<file path="config.mk">
export PLATFORM = sky130hd
export DESIGN_NAME = one_pole_bandpass_filter_flat
export DESIGN_NICKNAME = d
export VERILOG_FILES = /design/src/rtl/opbf_pkg.sv /design/src/rtl/opbf_in_if.sv /design/src/rtl/opbf_out_if.sv /design/src/rtl/opbf_ram.sv /design/src/rtl/one_pole_bandpass_filter.sv /design/src/flat_wrapper.sv
export VERILOG_INCLUDE_DIRS = /design/src /design/src/rtl
export SDC_FILE = /design/constraint.sdc
export NUM_CORES = 1
export LEC_CHECK = 0
export BUFFER_PORTS_ARGS = -buffer_cell sky130_fd_sc_hd__buf_2
export CAP_MARGIN = 20
export CORE_ASPECT_RATIO = 0.5
export CORE_MARGIN = 2
export CORE_UTILIZATION = 50
export CTS_BUF_LIST = sky130_fd_sc_hd__clkbuf_4
export DETAILED_ROUTE_END_ITERATION = 8
export GPL_TIMING_DRIVEN = 0
export PLACE_DENSITY = 0.66
export SETUP_SLACK_MARGIN = 0.02
export SYNTH_ARGS = -nofsm -noshare
export SYNTH_HDL_FRONTEND = slang
export SYNTH_SLANG_ARGS = --single-unit
</file>
<file path="constraint.sdc">
create_clock -name clk -period 8.1 [get_ports clk]
set_input_delay 0.81 -clock clk [delete_from_list [all_inputs] [get_ports clk]]
set_output_delay 0.81 -clock clk [all_outputs]
set_load 0.01 [all_outputs]
</file>
<file path="src/rtl/one_pole_bandpass_filter_macros.svh">
// ----------------------------------------------------------------------------
// One-pole bandpass filter: assertion macros
// Concurrent checks clocked on clk and disabled while arst_n is low.
// ----------------------------------------------------------------------------
`ifndef ONE_POLE_BANDPASS_FILTER_MACROS_SVH
`define ONE_POLE_BANDPASS_FILTER_MACROS_SVH

`ifndef SYNTHESIS

// condition a must see b in the same cycle
`define OPBF_ASSERT_NOW(lbl, a, b) \
	lbl: assert property (@(posedge clk) disable iff (!arst_n) (a) |-> (b)) \
		else $error("assertion failed: same-cycle implication");

// condition a must see b in the following cycle
`define OPBF_ASSERT_NEXT(lbl, a, b) \
	lbl: assert property (@(posedge clk) disable iff (!arst_n) (a) |=> (b)) \
		else $error("assertion failed: next-cycle implication");

`else

`define OPBF_ASSERT_NOW(lbl, a, b)
`define OPBF_ASSERT_NEXT(lbl, a, b)

`endif

`endif

</file>
<file path="src/rtl/opbf_pkg.sv">
// ----------------------------------------------------------------------------
// One-pole bandpass filter package
// Field types, register indexes and fixed constants shared by the block.
// ----------------------------------------------------------------------------
`default_nettype none

package opbf_pkg;

	localparam int SAMPLE_W = 24;
	localparam int CHAN_W   = 3;
	localparam int ALPHA_W  = 16;
	localparam int DIGIT_W  = 4;
	localparam int DIGITS   = ALPHA_W / DIGIT_W;
	localparam int DCNT_W   = $clog2(DIGITS);
	localparam int CFG_IDX_W = 1;

	typedef logic signed [SAMPLE_W-1:0] sample_t;
	typedef logic [CHAN_W-1:0]          chan_t;
	typedef logic [ALPHA_W-1:0]         alpha_t;
	typedef logic [CFG_IDX_W-1:0]       cfg_idx_t;

	// register indexes
	localparam cfg_idx_t REG_LP_ALPHA = 1'd0;
	localparam cfg_idx_t REG_HP_ALPHA = 1'd1;

	localparam alpha_t LP_ALPHA_RST = 16'hFFFF;
	localparam alpha_t HP_ALPHA_RST = 16'h0000;

	// output saturation limits
	localparam sample_t OUT_MAX = 24'sh7FFFFF;
	localparam sample_t OUT_MIN = -24'sh800000;

endpackage

`default_nettype wire

</file>
<file path="src/rtl/opbf_in_if.sv">
// ----------------------------------------------------------------------------
// Sample input channel
// Valid/ready channel carrying one audio sample and its channel number.
// ----------------------------------------------------------------------------
`default_nettype none

interface opbf_in_if;
	logic              valid;
	logic              ready;
	opbf_pkg::sample_t sample_in;
	opbf_pkg::chan_t   channel;

	modport source (output valid, output sample_in, output channel, input ready);
	modport sink   (input valid, input sample_in, input channel, output ready);
endinterface

`default_nettype wire

</file>
<file path="src/rtl/opbf_out_if.sv">
// ----------------------------------------------------------------------------
// Sample output channel
// Valid/ready channel carrying one filtered sample.
// ----------------------------------------------------------------------------
`default_nettype none

interface opbf_out_if;
	logic              valid;
	logic              ready;
	opbf_pkg::sample_t sample_out;

	modport source (output valid, output sample_out, input ready);
	modport sink   (input valid, input sample_out, output ready);
endinterface

`default_nettype wire

</file>
<file path="src/rtl/opbf_ram.sv">
// ----------------------------------------------------------------------------
// Generic single-port-write RAM
// One write port, one read port with registered read data.
// ----------------------------------------------------------------------------
`default_nettype none

module opbf_ram #(
	parameter int WIDTH = 64,
	parameter int DEPTH = 8
) (
	input  wire                                   clk,
	input  wire                                   we,
	input  wire  [(DEPTH > 1 ? $clog2(DEPTH) : 1)-1:0] waddr,
	input  wire  [WIDTH-1:0]                      wdata,
	input  wire  [(DEPTH > 1 ? $clog2(DEPTH) : 1)-1:0] raddr,
	output logic [WIDTH-1:0]                      rdata
);

	logic [WIDTH-1:0] mem_q [DEPTH];

	always_ff @(posedge clk) begin
		if (we) begin
			mem_q[waddr] <= wdata;
		end
		rdata <= mem_q[raddr];
	end

endmodule

`default_nettype wire

</file>
<file path="src/rtl/one_pole_bandpass_filter.sv">
// ----------------------------------------------------------------------------
// One-pole bandpass filter
// Per-channel lowpass then highpass, output is lowpass minus highpass.
// ----------------------------------------------------------------------------
// Usage:
//   sample_ch takes one transaction per sample: a signed 24-bit sample and a
//   channel number. result_ch returns exactly one filtered sample per input
//   transaction, in order. Channel numbers at or above CHANNELS leave the
//   state alone and return zero.
//   cfg_we/cfg_index/cfg_data write lp_alpha (index 0) and hp_alpha (index 1).
//   The user must do so only while the block is idle; the block does not enforce it.
// Timing:
//   An in-range sample goes from acceptance through a RAM read state, two
//   passes through the 4-bit digit multiplier (one per coefficient) with
//   set-up and update states around them, and a done state. Out-of-range
//   channels go from the read state straight to the done state. The next
//   sample is taken the cycle after the result enters the output register,
//   so the block takes no new sample while one is being computed.
// Reset:
//   arst_n clears all filter levels (through per-channel valid bits, no
//   clearing pass), sets lp_alpha to 65535 and hp_alpha to 0.
// Stall: a result waiting in the output register does not block the next
//   input transaction; computation holds in its final state until the
//   register is free.
// ----------------------------------------------------------------------------
`default_nettype none

`include "one_pole_bandpass_filter_macros.svh"

module one_pole_bandpass_filter #(
	parameter int CHANNELS        = 8,
	parameter int STATE_FRAC_BITS = 8
) (
	input  wire                         clk,
	input  wire                         arst_n,
	input  wire                         cfg_we,
	input  wire opbf_pkg::cfg_idx_t     cfg_index,
	input  wire opbf_pkg::alpha_t       cfg_data,
	opbf_in_if.sink                     sample_ch,
	opbf_out_if.source                  result_ch
);

	localparam int LW  = opbf_pkg::SAMPLE_W + STATE_FRAC_BITS;   // level width
	localparam int DW  = LW + 1;                                 // difference width
	localparam int PW  = DW + opbf_pkg::ALPHA_W;                 // product width
	localparam int CW  = CHANNELS > 1 ? $clog2(CHANNELS) : 1;
	localparam logic [DW-1:0] FRAC_MASK = DW'((64'd1 << STATE_FRAC_BITS) - 64'd1);

	localparam logic [2:0] S_IDLE = 3'd0;
	localparam logic [2:0] S_READ = 3'd1;
	localparam logic [2:0] S_LPM  = 3'd2;
	localparam logic [2:0] S_LPU  = 3'd3;
	localparam logic [2:0] S_HPD  = 3'd4;
	localparam logic [2:0] S_HPM  = 3'd5;
	localparam logic [2:0] S_HPU  = 3'd6;
	localparam logic [2:0] S_DONE = 3'd7;

	logic [2:0]                    state_q;
	opbf_pkg::alpha_t              lp_alpha_q, hp_alpha_q;
	opbf_pkg::sample_t             x_q;
	logic [CW-1:0]                 addr_q;
	logic                          ok_q;
	logic                          vld_s1;
	logic [CHANNELS-1:0]           vld_q;
	logic signed [LW-1:0]          lp_q, hp_q;
	logic signed [DW-1:0]          d_q;
	opbf_pkg::alpha_t              dig_q;
	logic signed [PW-1:0]          acc_q;
	logic [opbf_pkg::DCNT_W-1:0]   dcnt_q;
	logic                          out_valid_q;
	opbf_pkg::sample_t             out_data_q;

	logic                          accept;
	logic                          in_ok;
	logic [CW-1:0]                 in_addr;
	logic [2*LW-1:0]               ram_rdata;
	logic                          ram_we;
	logic signed [LW-1:0]          rd_lp, rd_hp, x_ext;
	logic signed [DW+opbf_pkg::DIGIT_W:0] dig_prod;
	logic signed [PW-1:0]          acc_next;
	logic signed [LW-1:0]          step;
	logic                          out_free;
	logic signed [DW-1:0]          diff, quo, quo_t;
	opbf_pkg::sample_t             y;

	// configuration registers
	always_ff @(posedge clk or negedge arst_n) begin
		if (!arst_n) begin
			lp_alpha_q <= opbf_pkg::LP_ALPHA_RST;
			hp_alpha_q <= opbf_pkg::HP_ALPHA_RST;
		end else if (cfg_we) begin
			unique case (cfg_index)
				opbf_pkg::REG_LP_ALPHA: lp_alpha_q <= cfg_data;
				opbf_pkg::REG_HP_ALPHA: hp_alpha_q <= cfg_data;
				default: ;
			endcase
		end
	end

	// input handshake and channel decode
	assign sample_ch.ready = (state_q == S_IDLE);
	assign accept   = sample_ch.valid && sample_ch.ready;
	assign in_ok    = (32'(sample_ch.channel) < CHANNELS);
	assign in_addr  = CW'(sample_ch.channel);
	assign out_free = !out_valid_q || result_ch.ready;
	assign ram_we   = (state_q == S_DONE) && ok_q && out_free;

	// state storage: {hp, lp} per channel
	opbf_ram #(
		.WIDTH (2 * LW),
		.DEPTH (CHANNELS)
	) u_state_ram (
		.clk   (clk),
		.we    (ram_we),
		.waddr (addr_q),
		.wdata ({hp_q, lp_q}),
		.raddr (in_addr),
		.rdata (ram_rdata)
	);

	// never-written channels read as zero
	assign rd_lp = vld_s1 ? $signed(ram_rdata[LW-1:0])    : '0;
	assign rd_hp = vld_s1 ? $signed(ram_rdata[2*LW-1:LW]) : '0;
	assign x_ext = LW'(x_q) <<< STATE_FRAC_BITS;

	// digit-serial multiply, most significant coefficient digit first
	assign dig_prod = d_q * $signed({1'b0, dig_q[opbf_pkg::ALPHA_W-1 -: opbf_pkg::DIGIT_W]});
	assign acc_next = (acc_q <<< opbf_pkg::DIGIT_W) + PW'(dig_prod);
	assign step     = LW'(acc_q >>> opbf_pkg::ALPHA_W);

	// output: truncate toward zero, then saturate
	assign diff  = DW'(lp_q) - DW'(hp_q);
	assign quo   = diff >>> STATE_FRAC_BITS;
	assign quo_t = quo + DW'(diff[DW-1] && ((diff & FRAC_MASK) != '0));
	always_comb begin
		if (!ok_q) begin
			y = '0;
		end else if (quo_t > DW'(opbf_pkg::OUT_MAX)) begin
			y = opbf_pkg::OUT_MAX;
		end else if (quo_t < DW'(opbf_pkg::OUT_MIN)) begin
			y = opbf_pkg::OUT_MIN;
		end else begin
			y = opbf_pkg::SAMPLE_W'(quo_t);
		end
	end

	// sequencer
	always_ff @(posedge clk or negedge arst_n) begin
		if (!arst_n) begin
			state_q <= S_IDLE;
			dcnt_q  <= '0;
			vld_q   <= '0;
		end else begin
			unique case (state_q)
				S_IDLE: begin
					if (accept) begin
						state_q <= S_READ;
					end
				end
				S_READ: begin
					dcnt_q  <= '0;
					state_q <= ok_q ? S_LPM : S_DONE;
				end
				S_LPM: begin
					dcnt_q <= dcnt_q + 1'b1;
					if (dcnt_q == opbf_pkg::DCNT_W'(opbf_pkg::DIGITS - 1)) begin
						state_q <= S_LPU;
					end
				end
				S_LPU: state_q <= S_HPD;
				S_HPD: begin
					dcnt_q  <= '0;
					state_q <= S_HPM;
				end
				S_HPM: begin
					dcnt_q <= dcnt_q + 1'b1;
					if (dcnt_q == opbf_pkg::DCNT_W'(opbf_pkg::DIGITS - 1)) begin
						state_q <= S_HPU;
					end
				end
				S_HPU: state_q <= S_DONE;
				S_DONE: begin
					if (out_free) begin
						state_q <= S_IDLE;
						if (ok_q) begin
							vld_q[addr_q] <= 1'b1;
						end
					end
				end
				default: state_q <= S_IDLE;
			endcase
		end
	end

	// datapath registers
	always_ff @(posedge clk) begin
		if (accept) begin
			x_q    <= sample_ch.sample_in;
			addr_q <= in_addr;
			ok_q   <= in_ok;
			vld_s1 <= in_ok ? vld_q[in_addr] : 1'b0;
		end
		case (state_q)
			S_READ: begin
				lp_q  <= rd_lp;
				hp_q  <= rd_hp;
				d_q   <= DW'(x_ext) - DW'(rd_lp);
				dig_q <= lp_alpha_q;
				acc_q <= '0;
			end
			S_LPM, S_HPM: begin
				acc_q <= acc_next;
				dig_q <= dig_q << opbf_pkg::DIGIT_W;
			end
			S_LPU: lp_q <= lp_q + step;
			S_HPD: begin
				d_q   <= DW'(lp_q) - DW'(hp_q);
				dig_q <= hp_alpha_q;
				acc_q <= '0;
			end
			S_HPU: hp_q <= hp_q + step;
			default: ;
		endcase
	end

	// output register
	always_ff @(posedge clk or negedge arst_n) begin
		if (!arst_n) begin
			out_valid_q <= 1'b0;
		end else if (state_q == S_DONE && out_free) begin
			out_valid_q <= 1'b1;
		end else if (result_ch.ready) begin
			out_valid_q <= 1'b0;
		end
	end

	always_ff @(posedge clk) begin
		if (state_q == S_DONE && out_free) begin
			out_data_q <= y;
		end
	end

	assign result_ch.valid      = out_valid_q;
	assign result_ch.sample_out = out_data_q;

	// checks
	`OPBF_ASSERT_NEXT(a_accept_reads, accept, state_q == S_READ)
	`OPBF_ASSERT_NOW(a_wr_in_range, ram_we, ok_q && state_q == S_DONE)
	`OPBF_ASSERT_NOW(a_no_accept_busy, state_q != S_IDLE, !accept)
	`OPBF_ASSERT_NEXT(a_wr_sets_valid, ram_we, vld_q[$past(addr_q)])

endmodule

`default_nettype wire

</file>
<file path="src/flat_wrapper.sv">
// flat-port wrapper written by rule: the top's interface ports become plain ports
module one_pole_bandpass_filter_flat 
#(
	parameter int CHANNELS        = 8,
	parameter int STATE_FRAC_BITS = 8
)
  (clk, arst_n, cfg_we, cfg_index, cfg_data, sample_ch_valid, sample_ch_sample_in, sample_ch_channel, sample_ch_ready, result_ch_valid, result_ch_sample_out, result_ch_ready);
  opbf_in_if sample_ch_i ();
  opbf_out_if result_ch_i ();
  input  wire clk;
  input  wire arst_n;
  input  wire cfg_we;
  input  wire opbf_pkg::cfg_idx_t cfg_index;
  input  wire opbf_pkg::alpha_t cfg_data;
  input wire logic [$bits(sample_ch_i.valid)-1:0] sample_ch_valid;
  input wire logic [$bits(sample_ch_i.sample_in)-1:0] sample_ch_sample_in;
  input wire logic [$bits(sample_ch_i.channel)-1:0] sample_ch_channel;
  output wire logic [$bits(sample_ch_i.ready)-1:0] sample_ch_ready;
  output wire logic [$bits(result_ch_i.valid)-1:0] result_ch_valid;
  output wire logic [$bits(result_ch_i.sample_out)-1:0] result_ch_sample_out;
  input wire logic [$bits(result_ch_i.ready)-1:0] result_ch_ready;
  assign sample_ch_i.valid = sample_ch_valid;
  assign sample_ch_i.sample_in = sample_ch_sample_in;
  assign sample_ch_i.channel = sample_ch_channel;
  assign sample_ch_ready = sample_ch_i.ready;
  assign result_ch_valid = result_ch_i.valid;
  assign result_ch_sample_out = result_ch_i.sample_out;
  assign result_ch_i.ready = result_ch_ready;
  one_pole_bandpass_filter #(.CHANNELS(CHANNELS), .STATE_FRAC_BITS(STATE_FRAC_BITS)) u_core (.clk(clk), .arst_n(arst_n), .cfg_we(cfg_we), .cfg_index(cfg_index), .cfg_data(cfg_data), .sample_ch(sample_ch_i), .result_ch(result_ch_i));
endmodule
</file>
== Word-level counts from Yosys, hierarchy flattened ==
Memory sizes are Yosys's and may differ from the RTL's. A register that Yosys moved wholly into a read port is not among the register bits.
Cells that the tools add are included.
Operators by class
  add/subtract/negate cells: 7
  multiply operators: 1
  magnitude comparators: 5
  equal/unequal tests: 12
  muxes and demuxes: 22
  bitwise gates (word level): 2
  reduce and logical (&&, ||, !) cells: 20
Operators by type and width (count)
  case mux 32 bit (2 select lines): 2
  case mux 48 bit (2 select lines): 1
  case mux 33 bit (2 select lines): 1
  subtractor 32 x 32 -> 33 bit: 2
  adder 32 bit: 2
  2-to-1 mux 32 bit: 2
  adder 48 x 38 -> 48 bit: 1
  case mux 16 bit (3 select lines): 1
  multiplier 33 x 5 -> 38 bit: 1
  > comparator 33 x 24 -> 1 bit, second input constant: 1
  < comparator 33 x 24 -> 1 bit, second input constant: 1
  nonzero test 33 bit: 1
  adder 25 x 2 -> 26 bit: 1
  2-to-1 mux 24 bit: 1
  case mux 3 bit (8 select lines): 1
  == test 3 bit, second input constant: 4
  2-to-1 mux 3 bit: 4
  nonzero test 2 bit: 5
  < comparator 3 x 4 -> 1 bit, second input constant: 2
  bitwise OR 8 bit: 1
  == test 3 x 2 -> 1 bit, second input constant: 2
  2-to-1 mux 1 bit: 6
  inequality test 2 x 1 -> 1 bit, second input constant: 3
  AND reduction 2 bit: 3
  other kinds (16): 20
Word-level totals
  flip-flop bits (word level): 259
  bits in writable memories: 512
  bits of input ports: 49
  output and inout bits: 26
  word-level logic and storage cells: 86
  memories: 1
Memories
  u_core.u_state_ram.mem_q: words 8, width 64, read ports 1, clocked after Yosys merged registers in 1, write ports 1, RTL line opbf_ram.sv:19  | logic [WIDTH-1:0] mem_q [DEPTH];

== Logic depth before layout (Yosys ltp) ==
Gate-level depths: netlist of run 1.
  depth after elaboration: 6
  depth in mapped cells: 22
  depth with buffers taken out: 20

== Modules after synthesis ==
Synthesis of run 1 repeated with hierarchy kept, for this count alone.
Unflattened totals
  cell total of the unflattened synthesis: 3126
  area, all modules: 43634.3 um2
Modules (own cells, without submodules)
  one_pole_bandpass_filter: instances 1, cells an instance 2310, area each 23087.1 um2, seq. area each 7567.3 um2
  opbf_ram: instances 1, cells an instance 816, area each 20547.2 um2, seq. area each 16656.0 um2

== Worst setup path before layout of run 1 ==
Ideal clock, no wire load.
  path kind: input to register
  start point: input port result_ch_ready
  end point: register u_core.vld_q[1]
  setup time: 0.092 ns
  arrival: 7.194 ns
  data required time: 8.008 ns
  slack: 0.814 ns
  stages on the path: 5
  path buffers: 0
  cells stage by stage: nor2b_1 nor2_1 nand2_1 nor3_1 or2_2
On the way
  longest elaborated chain between the ends: 2
Ends and longest elaborated chain
  start: declaration: RTL line flat_wrapper.sv:21  | input wire logic [$bits(result_ch_i.ready)-1:0] result_ch_ready;
  logical OR 1 bit: RTL line one_pole_bandpass_filter.sv:105  | assign out_free = !out_valid_q || result_ch.ready;
  AND reduction 2 bit (no line)
  end signal: assignment: RTL line one_pole_bandpass_filter.sv:152  | vld_q <= '0;
  end signal: indexed assignment: RTL line one_pole_bandpass_filter.sv:186  | vld_q[addr_q] <= 1'b1;
  end: declaration: RTL line one_pole_bandpass_filter.sv:64  | logic [CHANNELS-1:0] vld_q;
Every way passes these cells.
A chain may end at the register's enable or synchronous reset.

== Worst setup path after layout of run 1 ==
  start point: register u_core.dig_q[12]
  end point: register u_core.acc_q[46], data pin
On the way
  longest elaborated chain between the ends: 3
Ends and longest elaborated chain
  start: declaration: RTL line one_pole_bandpass_filter.sv:67  | opbf_pkg::alpha_t dig_q;
  start signal: assignment: RTL line one_pole_bandpass_filter.sv:208  | dig_q <= lp_alpha_q;
  start signal: assignment: RTL line one_pole_bandpass_filter.sv:213  | dig_q <= dig_q << opbf_pkg::DIGIT_W;
  start signal: assignment: RTL line one_pole_bandpass_filter.sv:218  | dig_q <= hp_alpha_q;
  multiplier 33 x 5 -> 38 bit: RTL line one_pole_bandpass_filter.sv:127  | assign dig_prod = d_q * $signed({1'b0, dig_q[opbf_pkg::ALPHA_W-1 -: opbf_pkg::DIGIT_W]});
  adder 48 x 38 -> 48 bit: RTL line one_pole_bandpass_filter.sv:128  | assign acc_next = (acc_q <<< opbf_pkg::DIGIT_W) + PW'(dig_prod);
  case mux 48 bit (2 select lines): RTL line one_pole_bandpass_filter.sv:203  | case (state_q)
  end signal: assignment: RTL line one_pole_bandpass_filter.sv:212  | acc_q <= acc_next;
  end: declaration: RTL line one_pole_bandpass_filter.sv:68  | logic signed [PW-1:0] acc_q;
Every way passes these cells.

==> results summary, run 1 <==
The flow ran to the end, and the final reports show no timing, DRC or antenna violations. The slowest cell on the critical path is o311ai_0. Measured against its own limit, the worst slew margin works out to 0.217. For this run, the total global-route usage over all layers was measured as 0.271. The compound-cell area share of the yosys netlist came to 0.0896. The cell sitting at the root of the clock tree is a clkbuf_4. At the later pin of the worst-skew pair, clock insertion delay measures 1.14 ns. The number of iterations in the first detailed-routing pass is 5. The CTS tree is built. Of the total synthesized cell area, the portion taken by full adders, half adders and majority gates is 0.118. In this run the mean area of a mapped cell was 13.6 sq um. The I/O pin count came out at 75. Yosys mapped a number of flops with a built-in enable equal to 725. Summing all non-filler instances in the final layout gives an area of about 50000 sq um.

The required time of the critical path came out at 8.94 ns. The clock edge transition at the registers on the reported setup and hold paths is 0.07 ns. The leading register cell type out of synthesis is edfxtp_1. After detailed routing, the average wire length per cell comes to ~24 microns. The number of global-route vias before repair is 29000. Leaving out fill and tap cells, the most frequent cells in the layout are edfxtp_1 (725), clkbuf_4 (302), ha_1 (218).

The post-CTS repair timing setup buffer count came out at 0. The worst setup path is launched from a flop. For the worst setup path, the data arrival time is about 8.2 ns. The area occupied by registers is 24200 sq um. After synthesis, the share of cell area in mux cells is 0.0925.

For the final database, setup skew stands at about 0.065 ns. The final routed DRC violation total came out at 0. The area of the core came out at 86600 sq um. The signal on the critical path passes through clkbuf_1, nand2_1, fa_1, fa_1, fa_1, inv_1, ha_1, a21o_1, a21oi_1, nor4_1, o311ai_0, o21ai_0, o21ai_0, o311a_1, o21ai_0, a311oi_1, xor2_1, nor2_1.

After floorplanning, the core was divided into 76 placement rows. The largest total area in the synthesized netlist belongs to edfxtp_1. CTS saw 835 sinks. The final global-route overflow total came out at 0. Leaving out fill and tap cells, the most frequent cell in the layout is edfxtp_1. The worst-margin pin slew came out at 1.17 ns.

Synthesis inferred 835 register bits. Buffers inserted during clock tree synthesis total 189. Tracing the worst setup path back leads to its startpoint at u_core.dig_q[12]. Setup violations remaining at the end of the flow were counted as 0.

During placement, the flow inserted port buffers numbering 74. The CTS H-tree depth came out at 4. In this run the critical register-to-register path is captured at u_core.acc_q[46]. The number of cells on the worst reg-to-reg path is 18. The floorplan die height is 214 microns. The count of routing violations after the opening detailed-route iteration came out at ~3100. Setup repair after global routing left no endpoint under its margin. The distinct cell type count after synthesis is 89.

The share of layout cells above drive strength 1 came out at 0.206. The critical path in this run is classified as reg -> reg. After synthesis, the cell types taking the most area are edfxtp_1 (49%), mux4_2 (6.7%), ha_1 (6.2%). The number of nets in the synthesized netlist is 3616.

The number of vias per cell is 5.92. The min-delay analysis places its worst path in the category in -> async. The share of synthesized area in the top cell type comes to 0.495.

The total placed cells including tap cells came out at 4516. Of the synthesized area, sequential elements account for 0.551. The congestion estimate from routability-driven global placement came to about 0.94. The XOR/XNOR share of the synthesized area is 0.0311. The critical path ends at u_core.acc_q[46]. Of the total synthesized cell area, the portion taken by AND, OR, NAND and NOR gates is 0.0966. The post-DP HPWL came out at 88.6 mm. The detail route stage leaves a number of antenna-violating nets equal to 0. The startpoint of the most critical register-to-register path is u_core.dig_q[12]. Of all nets on the critical path, the largest fanout is 10. The filler-free cell count of the finished design came out at 4916. The post-route fraction of the period consumed by the critical path came out at 0.913. The maximum single-stage delay on the critical path is 0.76 ns.

The minimum period implied by the final worst setup slack is 7.40 ns. The post-synthesis async set-or-reset flop share is 0.0551. Across all register-to-register paths, the minimum setup slack is a little over 0.7 ns. The count of vias placed by the detailed router is approximately 29000. The overall routed net length is 120 mm. The initial core utilization is 0.508. The instance count of the mapped netlist is between 3000 and 4000. The count of yosys warnings during synthesis is 0. The number of max-cap violations came out at 0.

The area growth from synthesis to final layout came out at 13.0%. The number of filler cells placed in the layout came out at 6945. The final-report max-slew violation count came out at 0. The floorplan step defined a die boundary enclosing 90500 sq um. The area occupied by multi-input gates came out at 18900 sq um.

The maximum clock frequency came out at between 100 and 150 MHz. The layout net count came out at 3974. At the end of the flow the core is filled with cells to 0.574. The placed instances occupy a cell area of approximately 47000 sq um. The count of endpoints failing hold in the final timing report is 0. The first global-routing pass estimated ~180 mm of wire. The number of buffers on the longest clock path came out at 3. The worst setup path is captured at a flop. The post-synth design cell area came out at roughly 44000 sq um. The maximum number of pins on one net before global-route repair is 42.

The initial antenna violation count came out at 5. The die is 424 microns wide. The largest family of logic cells by synthesized area is adder cells.
==> area by class of cell <==
type,instances,area share
diodes,9,0.000453
plain buffers,117,0.0102
clock buffers,302,0.0456
clock inverters,42,0.00564
inverters,119,0.00898
multi-input cells,2155,0.380
flip-flops and latches,835,0.487
well taps,1170,0.0294
repair buffers,167,0.0323
==> worst min path at each step <==
stage | endpoint | slack (ns) | depth (start not counted)
after floorplan | u_core.vld_q[2] | 0.43 | 1
after global placement | u_core.vld_q[2] | 0.45 | 1
after detailed placement | u_core.vld_q[1] | 0.45 | 1
after CTS | u_core.hp_alpha_q[13] | 0.11 | 2
after global routing | u_core.hp_alpha_q[13] | 0.16 | 2
final | u_core.hp_alpha_q[13] | 0.20 | 2
==> cells in the mapped netlist (16+ instances only) <==
| cell type | n |
|---|---|
| dfxtp_1 | 64 |
| and2_1 | 144 |
| or3_1 | 18 |
| o21a_1 | 27 |
| fa_1 | 123 |
| nand2b_1 | 43 |
| nor2_1 | 152 |
| nor2b_1 | 31 |
| nor3_1 | 52 |
| xnor2_1 | 86 |
| a31oi_1 | 18 |
| xor2_1 | 70 |
| mux4_2 | 130 |
| ha_1 | 218 |
| a211oi_1 | 17 |
| and3_1 | 25 |
| or2_2 | 16 |
| clkbuf_1 | 91 |
| a21o_1 | 75 |
| inv_1 | 118 |
| o21ai_0 | 146 |
| buf_1 | 16 |
| dfstp_2 | 16 |
| nand2_1 | 190 |
| o211ai_2 | 21 |
| a21oi_1 | 139 |
| nand3_1 | 113 |
| mux2_2 | 98 |
| o31ai_1 | 16 |
| edfxtp_1 | 725 |
| dfrtp_1 | 30 |
| o211ai_1 | 16 |
==> logic make-up (layout without fill, tap and decap cells) <==
| kind of cell | after synthesis | count (layout) |
|---|---|---|
| flip-flops | 835 | 835 |
| XOR/XNOR | 156 | 156 |
| other | 0 | 9 |
| buffers and inverters | 236 | 747 |
| AO/OA/AOI/OAI | 590 | 590 |
| adder cells (fa/ha/maj) | 341 | 341 |
| multiplexers | 232 | 232 |
| AND/OR/NAND/NOR | 836 | 836 |
==> registers in the layout, summed over array words and instances (netlist names), 8 cells and up <==
register and count:
u_core.result_ch.sample_out 24, u_core.d_q 33, u_core.vld_q 8, u_core.hp_alpha_q 16, u_core.u_state_ram.mem_q 512, u_core.lp_q 32, u_core.acc_q 48, u_core.u_state_ram.rdata 64
u_core.hp_q 32, u_core.dig_q 16, u_core.lp_alpha_q 16, u_core.x_q 24
==> critical path, delay by kind of cell, from the launching register on <==
kind,cells,cell delay (ns)
AND/OR/NAND/NOR,3,0.37
buffers and inverters,2,0.67
adder cells (fa/ha/maj),4,1.91
XOR/XNOR,1,0.19
flip-flops,1,0.60
AO/OA/AOI/OAI,8,3.35
==> per-layer routing <==
| metal | global-route usage | part of all wire | up-vias |
|---|---|---|---|
| met5 | 0 | 0 | - |
| met4 | 0.0739 | 0.018 | 0 |
| met3 | 0.0675 | 0.10 | 142 |
| met2 | 0.399 | 0.43 | 1238 |
| met1 | 0.402 | 0.45 | 14700 |
| li1 | - | - | 13000 |
==> per-stage QoR <==
step / hold slack, ns / worst slack [ns] / setup TNS [ns]
2_1_floorplan: 0.434 / 0.814 / 0
3_3_place_gp: 0.447 / -4.68 / -694.64
3_5_place_dp: 0.449 / 0.926 / 0
4_1_cts: 0.113 / 0.848 / 0
5_1_grt: 0.163 / 0.427 / 0
6_report: 0.205 / 0.705 / 0
==> timing repair <==
item	4_1_cts	5_1_grt
hold buffers	46	0
hold endpoints to repair	92	0
resized for setup	0	0
endpoints found under the setup margin	0	0
Power of run 1 is not shown: default switching activity piles up to over one toggle a cycle in this logic, so the estimate is an artifact.
==> run 2, diff against run 1 <==
- CORE_ASPECT_RATIO: 0.5 -> 0.9
- SYNTH_HIERARCHICAL: default -> 1
==> results summary, run 2 <==
Entering global routing, the biggest net connects 47 pins. The post-CTS repair timing setup buffer count is 0. The final-report max-slew violation count is 0. The post-cts hold buffer count came out at 44. The minimum period implied by the final worst setup slack came out at 6.66 ns.

The count of yosys warnings during synthesis is 6. The clock edge transition at the registers on the reported setup and hold paths came out at around 0.070 ns. STA classifies the critical path startpoint as a flop.

The post-cts sizing count is 0. The tree built by TritonCTS fans out to roughly 840 sinks. The post-detailed-route wirelength per cell came out at ~25 microns.

The count of vias placed by the detailed router is 28600. The distinct cell type count after synthesis came out at 96. The final estimated routing congestion in global placement is 0.977. The leading register cell type out of synthesis is edfxtp_1. In the routed design, unresolved DRC markers number 0. The library cell used most frequently in the layout, excluding fill and tap cells, is edfxtp_1. Input and output buffers added on the ports amount to 74. The final global-route overflow total is 0. The tightest hold path in the finished design has a slack of 0.113 ns. The detailed router finished its first iteration with around 2800 violations.

The share of layout cells above drive strength 1 came out at 0.219. The required time of the critical path is 8.92 ns. In the final layout, the registers with the most flip-flops are u_core/u_state_ram/mem_q x512, u_core/u_state_ram/rdata x64, u_core/acc_q x48.

Based on the critical path, the design can be clocked at up to 150 MHz. The die width is 315 microns. Clock tree synthesis inserted a total of 205 buffers.

The number of global-route vias before repair is approximately 30000. The flow ran to the end, and the final reports show no timing, DRC or antenna violations. The post-synthesis async set-or-reset flop share came out at 0.0551. The I/O pin count came out at between 70 and 80. The most used standard cell by instance count after synthesis is edfxtp_1. The cell count of the worst reg-to-reg path came out at 18. The instance count of the mapped netlist came out at between 3000 and 4000. In this run the remaining antenna-violating nets after routing total 0. The floorplan has between 100 and 150 rows. By area the synthesized netlist is led by edfxtp_1 (50%), mux4_2 (6.7%), ha_1 (6.3%). The worst register-to-register path ends at u_core/acc_q[42]. The worst register-to-register path begins at u_core/dig_q[13]. Setup repair after global routing left no endpoint under its margin. The share of synthesized area in the top cell type comes to 0.499. Sorting the synthesized cells by how often they occur yields edfxtp_1 (725), ha_1 (218), nand2_1 (190). The post-synth design cell area is 43600 sq um. The global-route usage over all layers is 0.277. The count of endpoints failing hold in the final timing report is 0. The tool flagged a number of max-cap violations equal to 0. The initial core utilization is 0.506. The flip-flop count of the largest register, all copies and words added is 512. Counting every net in the synthesized netlist gives approximately 3500.

The most critical setup path has its endpoint at u_core/acc_q[42]. More flip-flops sit in one register than any other, and that register is u_core/u_state_ram/mem_q. The first detailed-routing pass ran for 7 iterations. Counting the fill cells in the layout gives 6924.

The number of buffers on the longest clock path is 3. edfxtp_1 takes more of the synthesized area than any other cell. The number of flops mapped to enable cells by yosys came out at 725.

In the layout the commonest cells are edfxtp_1 (725), clkbuf_4 (301), ha_1 (218). The setup slack on the worst flop-to-flop path is 1.44 ns. The area growth from synthesis to final layout came out at 13.2%.

For the final routed database, the setup TNS stands at 0 ns. TritonCTS built the clock tree. The net count of the finished layout is 3884. The overall routed net length came out at 122 mm.

Measured on the finished design, the core utilization comes to 0.572. The worst-margin pin slew is between 1 and 1.5 ns. In this run the worst setup path begins at u_core/dig_q[13]. Dividing the detail-routed via count by the number of cells gives 5.93. In this run the clock root is driven by a clkbuf_4.

The count of endpoints failing setup in the final report came out at 0. The area of the core is 86300 sq um. The clock latency of the later-clocked register in the worst-skew pair is 1.09 ns. The worst setup path is captured at a flop. The post-route fraction of the period consumed by the critical path came out at 0.822. The wire-length estimate of the detail-placed layout is between 90 and 100 mm. In this run the number of H-tree levels came out at 4. The register bit count reported by yosys came out at 835. The worst setup path is of the reg -> reg kind. Dividing the synthesized area by the synthesized cell count gives 14.0 sq um. The setup skew after layout is 0.0897 ns.

The die covers 89700 sq um. Of all nets on the critical path, the largest fanout is 11. The max-slew headroom at the worst pin is 0.220. The floorplan die height is 284 microns. The worst hold path belongs to the class in -> async. The arrival time of data at the critical path endpoint is approximately 7.5 ns. The initial antenna violation count came to 4.

The first global-routing pass estimated 183 mm of wire. The sequential area share after synthesis is 0.555.
## run 2: metal layers
metal,track usage,routed length [microns],vias up
met3,0.0584,10600,213
met4,0.125,5580,2
li1,-,-,12700
met5,0,7,-
met2,0.407,53500,1347
met1,0.398,52600,14300
## run 2: worst min path at each step
stage | from | slack [ns] | end | cells past startpoint
final | arst_n | 0.11 | u_core/hp_alpha_q[12] | 2
after global routing | arst_n | 0.06 | u_core/hp_alpha_q[9] | 2
after CTS | sample_ch_channel[0] | 0.06 | u_core/addr_q[0] | 1
after detailed placement | u_core/vld_q[0] | 0.45 | u_core/vld_q[0] | 1
after global placement | u_core/vld_q[0] | 0.44 | u_core/vld_q[0] | 1
after floorplan | u_core/vld_q[0] | 0.42 | u_core/vld_q[0] | 1
## run 2: cell families (layout without fill, tap and decap cells)
group,count (synthesis),count (layout),synth area share
AO/OA/AOI/OAI,574,574,0.0871
multiplexers,234,234,0.0937
XOR/XNOR,156,156,0.0320
adder cells (fa/ha/maj),341,341,0.119
buffers and inverters,214,762,0.0227
AND/OR/NAND/NOR,772,772,0.0904
flip-flops,835,835,0.555
other,0,6,0
## run 2: worst max-delay path: stages, from the launching register on
cell,delay (ns)
edfxtp_1,0.60
clkbuf_1,0.52
and2_1,0.24
fa_1,0.44
fa_1,0.48
fa_1,0.51
ha_1,0.37
and3_1,0.23
and3_1,0.19
a211o_1,0.36
o21ai_1,0.26
a21oi_1,0.16
o21ai_1,0.28
nand2_1,0.10
o41ai_1,0.86
o21bai_1,0.29
a21oi_1,0.24
xor2_1,0.21
nor2_1,0.06
## run 2: area by class of cell
cell class / count / area, sq um / share of cell area
Buffer: 107 / 588 / 0.0119
Inverter: 107 / 402 / 0.00813
Tap cell: 1144 / 1430 / 0.0290
Multi-Input combinational cell: 2077 / 18500 / 0.375
Antenna cell: 6 / 15.0 / 0.000304
Clock inverter: 87 / 458 / 0.00927
Timing Repair Buffer: 161 / 1500 / 0.0305
Sequential cell: 835 / 24200 / 0.491
Clock buffer: 300 / 2250 / 0.0456
## run 2: stage by stage
stage,instances,instance area [sq um],setup slack [ns]
4_1_cts,4816,49300,1.60
2_1_floorplan,3126,43600,0.597
3_3_place_gp,4344,45400,-5.81
5_1_grt,4819,49400,1.21
6_report,4824,49400,1.44
3_5_place_dp,4385,46200,1.63
Power of run 2 is left out for the same reason.
